**src/hw/rtl/czq_pkg.sv**
```systemverilog
package czq_pkg;

  localparam int COORD_BITS  = 24;
  localparam int RADIUS_BITS = 21;
  localparam int Q8_BITS     = 8;
  localparam int LIMIT_BITS  = 6;
  localparam int TOTAL_BITS  = 6;
  localparam int CFG_BITS    = 8;

  typedef logic [1:0] kind_t;
  localparam kind_t KIND_REG  = 2'd0;
  localparam kind_t KIND_HIT  = 2'd1;
  localparam kind_t KIND_NEAR = 2'd2;
  localparam kind_t KIND_NONE = 2'd3;

  typedef logic [0:0] cfg_idx_t;
  localparam cfg_idx_t CFG_MERGE_FACTOR = 1'b0;
  localparam cfg_idx_t CFG_ZONE_LIMIT   = 1'b1;

  localparam logic [Q8_BITS-1:0]    Q8_RESET    = 8'd192;
  localparam logic [LIMIT_BITS-1:0] LIMIT_RESET = 6'd32;

  typedef logic signed [COORD_BITS-1:0] coord_t;
  typedef logic [RADIUS_BITS-1:0] radius_t;
  typedef logic [TOTAL_BITS-1:0] total_t;

  typedef struct packed {
    kind_t   kind;
    coord_t  pos_x;
    coord_t  pos_y;
    coord_t  pos_z;
    radius_t span;
  } req_t;

  typedef struct packed {
    logic    hit;
    logic    merged;
    logic    match_valid;
    coord_t  out_x;
    coord_t  out_y;
    coord_t  out_z;
    radius_t out_radius;
    total_t  zone_total;
    logic    last;
  } res_t;

  typedef struct packed {
    coord_t  cx;
    coord_t  cy;
    coord_t  cz;
    radius_t r;
  } zone_t;

  typedef enum logic [2:0] {
    OUT_PEND,
    OUT_NONE,
    OUT_MERGE,
    OUT_APPEND,
    OUT_HIT
  } out_sel_e;

  typedef struct packed {
    logic     load_req;
    logic     flush;
    logic     rd_en;
    logic     rd_last;
    logic     pend_load;
    logic     wr_en;
    logic     wr_merge;
    logic     out_en;
    out_sel_e out_sel;
    logic     out_last;
    logic     out_hit;
    total_t   total;
  } cmd_t;

  typedef struct packed {
    logic ev_valid;
    logic ev_match;
    logic ev_last;
  } status_t;

endpackage

```
**src/hw/rtl/czq_ctrl.sv**
```systemverilog
module czq_ctrl #(
  parameter int TABLE_DEPTH = 32
) (
  input  logic                          clk_i,
  input  logic                          rst_ni,
  input  logic                          start_i,
  input  czq_pkg::kind_t                kind_i,
  input  logic [czq_pkg::LIMIT_BITS-1:0] limit_i,
  input  czq_pkg::status_t              status_i,
  output czq_pkg::cmd_t                 cmd_o,
  output logic [$clog2(TABLE_DEPTH)-1:0] rd_slot_o,
  output logic [$clog2(TABLE_DEPTH)-1:0] wr_slot_o,
  output logic                          busy_o
);

  localparam int IW = $clog2(TABLE_DEPTH);
  localparam int CW = $clog2(TABLE_DEPTH + 1);
  localparam int SW = CW + 1;
  localparam int LW = ((CW > czq_pkg::LIMIT_BITS) ? CW : czq_pkg::LIMIT_BITS) + 1;

  localparam logic [2:0] S_IDLE     = 3'd0;
  localparam logic [2:0] S_SCAN     = 3'd1;
  localparam logic [2:0] S_WAIT     = 3'd2;
  localparam logic [2:0] S_REG_END  = 3'd3;
  localparam logic [2:0] S_HIT_END  = 3'd4;
  localparam logic [2:0] S_NEAR_END = 3'd5;

  function automatic logic [IW-1:0] wrap(logic [IW-1:0] a, logic [CW-1:0] b);
    logic [SW-1:0] s;
    s = SW'(a) + SW'(b);
    if (s >= SW'(TABLE_DEPTH)) begin
      s = s - SW'(TABLE_DEPTH);
    end
    return s[IW-1:0];
  endfunction

  logic [2:0] state_q, state_d;
  czq_pkg::kind_t kind_q, kind_d;
  logic [CW-1:0] k_q, k_d;
  logic [CW-1:0] held_q, held_d;
  logic [IW-1:0] oldest_q, oldest_d;
  logic found_q, found_d;
  logic pend_q, pend_d;

  logic [LW-1:0] lim_w, cnt1, excess, held_new;
  logic issue_last;

  always_comb begin
    lim_w = LW'(limit_i);
    if (lim_w == '0) begin
      lim_w = LW'(1);
    end else if (lim_w > LW'(TABLE_DEPTH)) begin
      lim_w = LW'(TABLE_DEPTH);
    end
    cnt1 = LW'(held_q) + LW'(1);
    if (cnt1 > lim_w) begin
      excess   = cnt1 - lim_w;
      held_new = lim_w;
    end else begin
      excess   = '0;
      held_new = cnt1;
    end
  end

  assign issue_last = (k_q == CW'(held_q - 1'b1));
  assign rd_slot_o  = wrap(oldest_q, k_q);
  assign wr_slot_o  = wrap(oldest_q, held_q);
  assign busy_o     = (state_q != S_IDLE);

  always_comb begin
    state_d  = state_q;
    kind_d   = kind_q;
    k_d      = k_q;
    held_d   = held_q;
    oldest_d = oldest_q;
    found_d  = found_q;
    pend_d   = pend_q;
    cmd_o    = '0;
    cmd_o.total = czq_pkg::total_t'(held_q);

    unique case (state_q)
      S_IDLE: begin
        if (start_i) begin
          cmd_o.load_req = 1'b1;
          kind_d  = kind_i;
          k_d     = '0;
          found_d = 1'b0;
          pend_d  = 1'b0;
          if (kind_i != czq_pkg::KIND_NONE) begin
            if (held_q != '0) begin
              state_d = S_SCAN;
            end else if (kind_i == czq_pkg::KIND_REG) begin
              state_d = S_REG_END;
            end else if (kind_i == czq_pkg::KIND_HIT) begin
              state_d = S_HIT_END;
            end else begin
              state_d = S_NEAR_END;
            end
          end
        end
      end
      S_SCAN, S_WAIT: begin
        if (state_q == S_SCAN) begin
          cmd_o.rd_en   = 1'b1;
          cmd_o.rd_last = issue_last;
          k_d = k_q + 1'b1;
          if (issue_last) begin
            state_d = S_WAIT;
          end
        end
        if (kind_q == czq_pkg::KIND_NEAR) begin
          if (status_i.ev_match) begin
            cmd_o.pend_load = 1'b1;
            pend_d = 1'b1;
            if (pend_q) begin
              cmd_o.out_en  = 1'b1;
              cmd_o.out_sel = czq_pkg::OUT_PEND;
            end
          end
          if (status_i.ev_last) begin
            state_d = S_NEAR_END;
          end
        end else if (status_i.ev_match) begin
          cmd_o.pend_load = 1'b1;
          cmd_o.flush     = 1'b1;
          found_d = 1'b1;
          state_d = (kind_q == czq_pkg::KIND_REG) ? S_REG_END : S_HIT_END;
        end else if (status_i.ev_last) begin
          state_d = (kind_q == czq_pkg::KIND_REG) ? S_REG_END : S_HIT_END;
        end
      end
      S_REG_END: begin
        cmd_o.wr_en    = 1'b1;
        cmd_o.out_en   = 1'b1;
        cmd_o.out_last = 1'b1;
        if (found_q) begin
          cmd_o.wr_merge = 1'b1;
          cmd_o.out_sel  = czq_pkg::OUT_MERGE;
        end else begin
          cmd_o.out_sel = czq_pkg::OUT_APPEND;
          cmd_o.total   = czq_pkg::total_t'(held_new);
          held_d   = CW'(held_new);
          oldest_d = wrap(oldest_q, CW'(excess));
        end
        state_d = S_IDLE;
      end
      S_HIT_END: begin
        cmd_o.out_en   = 1'b1;
        cmd_o.out_last = 1'b1;
        cmd_o.out_sel  = czq_pkg::OUT_HIT;
        cmd_o.out_hit  = found_q;
        state_d = S_IDLE;
      end
      S_NEAR_END: begin
        cmd_o.out_en   = 1'b1;
        cmd_o.out_last = 1'b1;
        cmd_o.out_sel  = pend_q ? czq_pkg::OUT_PEND : czq_pkg::OUT_NONE;
        state_d = S_IDLE;
      end
      default: begin
        state_d = S_IDLE;
      end
    endcase
  end

  always_ff @(posedge clk_i or negedge rst_ni) begin
    if (!rst_ni) begin
      state_q  <= S_IDLE;
      kind_q   <= czq_pkg::KIND_REG;
      k_q      <= '0;
      held_q   <= '0;
      oldest_q <= '0;
      found_q  <= 1'b0;
      pend_q   <= 1'b0;
    end else begin
      state_q  <= state_d;
      kind_q   <= kind_d;
      k_q      <= k_d;
      held_q   <= held_d;
      oldest_q <= oldest_d;
      found_q  <= found_d;
      pend_q   <= pend_d;
    end
  end

  a_held_range: assert property (@(posedge clk_i) disable iff (!rst_ni)
    held_q <= CW'(TABLE_DEPTH))
    else $error("Zone count exceeds the table depth.");

  a_oldest_range: assert property (@(posedge clk_i) disable iff (!rst_ni)
    oldest_q < IW'(TABLE_DEPTH - 1) || oldest_q == IW'(TABLE_DEPTH - 1))
    else $error("Oldest slot lies outside the table.");

  a_idle_empty: assert property (@(posedge clk_i) disable iff (!rst_ni)
    state_q == S_IDLE |-> !status_i.ev_valid)
    else $error("Compare pipeline holds an entry while idle.");

  a_end_returns: assert property (@(posedge clk_i) disable iff (!rst_ni)
    (state_q == S_REG_END || state_q == S_HIT_END || state_q == S_NEAR_END)
      |=> state_q == S_IDLE)
    else $error("Final state did not return to idle.");

endmodule

```
**config.mk**
```make
export PLATFORM = sky130hd
export DESIGN_NAME = czq_ctrl
export DESIGN_NICKNAME = d
export VERILOG_FILES = /design/src/hw/rtl/czq_pkg.sv /design/src/hw/rtl/czq_ctrl.sv
export SDC_FILE = /design/constraint.sdc
export NUM_CORES = 1
export LEC_CHECK = 0
export ABC_AREA = 1
export BUFFER_PORTS_ARGS = -buffer_cell sky130_fd_sc_hd__buf_2
export CORE_MARGIN = 8
export CORE_UTILIZATION = 40
export DETAILED_ROUTE_END_ITERATION = 12
export SETUP_SLACK_MARGIN = 0.2
export SYNTH_ARGS = -nofsm -noshare
export SYNTH_HDL_FRONTEND = slang
export SYNTH_SLANG_ARGS = --single-unit
export TNS_END_PERCENT = 1
```
**constraint.sdc**
```tcl
create_clock -name clk_i -period 3 [get_ports clk_i]
set_input_delay 0.45 -clock clk_i [delete_from_list [all_inputs] [get_ports clk_i]]
set_output_delay 0.45 -clock clk_i [all_outputs]
set_load 0.02 [all_outputs]
```
==> impl_metrics.py, run 1 <==
metrics = {
    "sta": {
        "fin_crit_ns": 2.99,
        "setup_ws_ns": 0.00763,
        "fmax_ghz": 0.334,
        "slew-limit-headroom": 0.605,
        "fin_skew_ns": 0.00483,
        "setup_violations": 0,
        "final-max-slew-violation-count": 0,
        "tightest_slew_ns": 0.593,
        "fin_crit_sh": 0.997,
        "hold_viol_final": 0,
        "rsz0062_at_grt": "true",
    },
    "drt": {
        "drc": 0,
        "routed_wl_um": 6400,
        "avgViaCountPerCell": 4.98,
        "wire_per_inst_um": 13.3,
        "first_pass_iters": 4,
        "drt_iter0_drc": 92,
        "drtAntennaViolNets": 0,
        "vias": 2394,
    },
    "setup_path": {
        "timing.rr.start": "held_q[0]",
        "crit_path_cell_trace": "nand3_2, xor2_1, inv_1, ha_4, nand2_1, nor2_1, nand4_1, nand2_4, buf_6, inv_4, o21ai_2, o22ai_2, buf_4",
        "arrival_ns": 2.54,
        "cpMaxStageDelayCell": "dfrtp_2",
        "cp.required_ns": 2.55,
        "crit_type": "flop to output pin",
        "rrSetupSlack_ns": 0.02,
        "path_max_fanout": 6,
        "max_stage_delay_ns": 0.49,
        "rr_worst_depth": 19,
        "endpoint_kind": "output pin",
        "reg2reg_to": "oldest_q[4]",
        "critPathLaunch": "held_q[0]",
        "worstSetupEndpoint": "cmd_o[3]",
        "start_kind": "flop",
    },
    "clock_tree": {
        "ctsRootBufferMaster": "clkbuf_8",
        "htreeDepth": 1,
        "clockBufferDepth": 2,
        "clkTransAtPathRegs_ns": 0.09,
        "clk_latency_ns": 0.27,
        "numCtsBuffers": 3,
        "holdBufCountCts": 0,
        "clock_sinks": 24,
        "cts_tree": "yes",
    },
    "floorplan": {
        "coreArea_um2": 5570,
        "die_h_um": 92.3,
        "die-area_um2": 8510,
        "fp-row-count": 27,
        "start_util": 0.417,
        "fp.dieW_um": 92.3,
        "io_pins": 44,
    },
    "layout": {
        "antenna-diode-count": 0,
        "drive_gt1_frac": 0.301,
        "area_delta_synth_final_pct": 34.6,
        "regArea_um2": 603,
        "fillers": 535,
        "nets": 450,
        "multiInputGateArea_um2": 1700,
    },
    "grt": {
        "grt_pass1_wl_um": 10700,
        "overflow": 0,
        "antenna_found_initial": 0,
        "grt_pass1_vias": 2231,
        "grt.total_usage": 0.151,
        "grt_max_degree": 25,
    },
    "yosys": {
        "synth_edf_count": 0,
        "yosysUniqueCellTypes": 32,
        "syn_nets": 375,
        "syn_area_um2": 2330,
        "postSynthCellCount": 335,
        "ys.flop_type": "dfrtp_1",
        "async_flop_share": 1.00,
        "yosysSeqAreaShare": 0.258,
        "synth_seq_cells": 24,
        "yosys_warnings": 0,
        "avgSynthCellArea_um2": 6.94,
    },
    "place": {
        "port_buffers": 42,
        "dp_slack_ns": -0.136,
        "place.gp.congestion": 0.886,
        "hpwl_um": 5060,
    },
    "min_path": {
        "hold_path.class": "primary input to asynchronous set/reset pin",
    },
    "run": {
        "cap_viol_max_count": 0,
    },
    "run_status": {
        "status": "complete, no violations",
    },
}
[layer usage]
layer | vias up | global-route usage | part of all wire
met5 | - | 0 | 0
met4 | 0 | 0.0242 | 0.0045
met3 | 2 | 0.0269 | 0.047
met2 | 49 | 0.250 | 0.47
met1 | 1110 | 0.202 | 0.48
li1 | 1233 | - | -
[registers in the layout, summed over array words and instances, names as in the netlist]
name and count:
held_q 6, kind_q 2, oldest_q 5, k_q 6, found_q 1, state_q 3
pend_q 1
[through the flow]
step                      utilization  hold slack, ns  TNS, ns  instance area [um2]  cells
after global routing            0.562           0.212   -0.960                 3130    481
final                           0.562           0.177        0                 3130    481
after detailed placement        0.506           0.493   -0.136                 2820    466
after floorplan                     -           0.154        0                 2390    335
after global placement          0.506           0.493  -0.0799                 2820    466
after CTS                       0.558           0.189        0                 3110    481
[critical path, delay by kind of cell, from the launching register on]
| family | cells | cell delay [ns] |
|---|---|---|
| XOR/XNOR | 1 | 0.16 |
| buffers and inverters | 4 | 0.48 |
| adder cells (fa/ha/maj) | 1 | 0.29 |
| flip-flops | 1 | 0.49 |
| AO/OA/AOI/OAI | 2 | 0.23 |
| AND/OR/NAND/NOR | 5 | 0.61 |
[placed cells by master, fill, tap and decap left out, drive strengths merged]
| cell type | n |
|---|---|
| a311oi | 1 |
| nor3b | 1 |
| inv | 54 |
| a211oi | 2 |
| o31ai | 2 |
| a21oi | 20 |
| nor2 | 35 |
| xor2 | 13 |
| nand4 | 6 |
| a31o | 1 |
| nand3 | 15 |
| buf | 75 |
| nand2 | 84 |
| clkbuf | 4 |
| xnor2 | 6 |
| nor3 | 6 |
| o22ai | 4 |
| o21ai | 25 |
| fa | 4 |
| ha | 22 |
| nand3b | 3 |
| dfrtp | 24 |
| a221oi | 1 |
| o211ai | 1 |
[repair_timing]
| action | CTS | global route |
|---|---|---|
| buffers inserted | 11 | 0 |
| setup endpoints to repair | 8 | 10 |
| pin swaps | 21 | 6 |
| gates resized for setup | 41 | 6 |
| cloned | 0 | 0 |
[layout make-up]
type | instances | area share
tap | 72 | 0.0288
clock buffer | 4 | 0.0144
multi-input combinational | 252 | 0.542
sequential | 24 | 0.193
inverter | 54 | 0.0655
timing repair buffer | 75 | 0.157
[logic make-up after synthesis]
kind of cell | count (synthesis) | synth area share
AO/OA/AOI/OAI | 57 | 0.137
XOR/XNOR | 19 | 0.0715
adder cells (fa/ha/maj) | 26 | 0.153
buffers and inverters | 59 | 0.101
flip-flops | 24 | 0.258
AND/OR/NAND/NOR | 150 | 0.280
[cell usage after synthesis, drive strengths merged, types with 3 or more instances]
| library cell | instances | area, um2 |
|---|---|---|
| inv | 54 | 203 |
| nand3b | 3 | 22.5 |
| nand4 | 6 | 43.8 |
| xor2 | 13 | 114 |
| o22ai | 4 | 25.0 |
| nand3 | 15 | 80.1 |
| fa | 4 | 80.1 |
| ha | 22 | 275 |
| o21ai | 25 | 125 |
| buf | 5 | 32.5 |
| dfrtp | 24 | 601 |
| xnor2 | 6 | 52.6 |
| nand2 | 84 | 318 |
| nor2 | 35 | 149 |
| nor3 | 6 | 30.0 |
| a21oi | 20 | 104 |
[worst min path at each step]
stage	start	to	slack (ns)
finish	rst_ni	oldest_q[4]	0.18
global route	rst_ni	oldest_q[0]	0.21
CTS	rst_ni	oldest_q[0]	0.19
detailed placement	rst_ni	oldest_q[0]	0.49
global placement	rst_ni	oldest_q[0]	0.49
floorplan	rst_ni	found_q	0.15
Power of run 1 is left out: the tool's default activity adds up to more than one toggle a clock period on the data nets, which glitch-free logic cannot reach.
==> run 2: changes to the inputs <==
CTS_BUF_LIST = sky130_fd_sc_hd__clkbuf_4   (was not set)
==> impl_metrics.py, run 2 (same netlist as run 1, synthesis figures left out) <==
metrics = {
    "sta": {
        "final-max-slew-violation-count": 0,
        "rsz0062_at_grt": "true",
        "fin_skew_ns": 0.0104,
        "setup_violations": 7,
        "setup_ws_ns": -0.0609,
        "finalSetupTns_ns": -0.246,
        "slew-limit-headroom": 0.613,
        "fin_crit_sh": 1.02,
        "hold_viol_final": 0,
        "fin_crit_ns": 3.06,
        "tightest_slew_ns": 0.581,
        "fmax_ghz": 0.327,
    },
    "setup_path": {
        "crit_path_cell_trace": "ha_4, nand4_1, nand2_1, inv_2, ha_4, a21oi_2, nand3b_1, nand3_2, nand2_4, buf_6, a21oi_2, o21ai_1, o21ai_1, inv_1, buf_6",
        "path_max_fanout": 6,
        "arrival_ns": 2.61,
        "start_kind": "flop",
        "cpLargestDelayFamily": "simple AND/OR/NAND/NOR gates",
        "cpMaxStageDelayCell": "dfrtp_2",
        "crit_type": "flop to output pin",
        "endpoint_kind": "output pin",
        "cp.required_ns": 2.55,
        "path_buf_inv": 4,
        "max_stage_delay_ns": 0.50,
    },
    "layout": {
        "final_common_cell": "nand2_1",
        "fillers": 534,
        "reg_top3": "held_q (6), k_q (6), oldest_q (5)",
        "drive_gt1_frac": 0.309,
        "mostFrequentLayoutCells": "nand2_1, inv_1, buf_2",
        "area_delta_synth_final_pct": 34.9,
        "antenna-diode-count": 0,
        "nets": 452,
    },
    "run_status": {
        "status": "finished, violations left",
        "violations": "setup timing",
    },
    "grt": {
        "grt_pass1_wl_um": 10600,
        "grt.total_usage": 0.151,
        "grt_pass1_vias": 2226,
        "grt_max_degree": 25,
        "overflow": 0,
        "antenna_found_initial": 0,
    },
    "drt": {
        "drtAntennaViolNets": 0,
        "vias": 2377,
        "drt_iter0_drc": 131,
        "routed_wl_um": 6420,
        "first_pass_iters": 4,
        "avgViaCountPerCell": 4.92,
        "drc": 0,
        "wire_per_inst_um": 13.3,
    },
    "clock_tree": {
        "clk_latency_ns": 0.32,
        "ctsRootBufferMaster": "clkbuf_4",
        "htreeDepth": 1,
        "clock_sinks": 24,
        "cts_tree": "yes",
        "clockBufferDepth": 2,
        "numCtsBuffers": 3,
        "clkTransAtPathRegs_ns": 0.14,
    },
    "floorplan": {
        "die-area_um2": 8510,
        "io_pins": 44,
        "die_h_um": 92.3,
        "fp-row-count": 27,
        "fp.dieW_um": 92.3,
        "start_util": 0.417,
        "coreArea_um2": 5570,
    },
    "place": {
        "port_buffers": 42,
        "place.gp.congestion": 0.886,
        "hpwl_um": 5060,
    },
    "run": {
        "cap_viol_max_count": 0,
    },
    "min_path": {
        "hold_path.class": "primary input to asynchronous set/reset pin",
    },
}
## run 2: routing by layer
layer | vias to the layer above | GRT usage | wire [um]
met5 | - | 0 | 0
met4 | 0 | 0.0255 | 32
met3 | 2 | 0.0293 | 279
met2 | 48 | 0.244 | 3040
met1 | 1089 | 0.204 | 3070
li1 | 1238 | - | -
## run 2: area by class of cell
class,count,area [um2],area share
multi-input combinational,252,1690,0.539
sequential,24,603,0.192
timing repair buffer,77,514,0.164
inverter,54,208,0.0662
tap,72,90.1,0.0287
clock buffer,4,30.0,0.00957
## run 2: worst paths after layout
| check | from | endpoint | slack [ns] | cells past startpoint |
|---|---|---|---|---|
| worst max-delay path | held_q[0] | cmd_o[4] | -0.06 | 15 |
| worst min-delay path | rst_ni | oldest_q[4] | 0.11 | 1 |
| worst max register to register | held_q[0] | oldest_q[4] | -0.05 | 20 |
| worst min register to register | pend_q | pend_q | 0.54 | 2 |
| max in group asynchronous | rst_ni | held_q[0] | 2.49 | 1 |
| min in group clk_i | kind_i[1] | kind_q[1] | 0.40 | 3 |
## run 2: timing repair
item                                   in CTS  in global routing
gates resized for setup                    44                  6
endpoints found under the hold margin       0                  0
setup endpoints to repair                   8                 10
cloned                                      0                  0
setup buffers                              11                  2
pin swaps                                  17                 10
hold buffers                                0                  0
## run 2: stage by stage
step	setup WS [ns]	utilization	hold slack, ns	cells	cell area, um2
2_1_floorplan	0.0936	-	0.154	335	2390
3_3_place_gp	-0.0799	0.506	0.493	466	2820
3_5_place_dp	-0.136	0.506	0.493	466	2820
4_1_cts	-0.0452	0.556	0.114	481	3100
5_1_grt	-0.296	0.563	0.131	483	3140
6_report	-0.0609	0.563	0.108	483	3140
Power of run 2 is left out for the same reason.
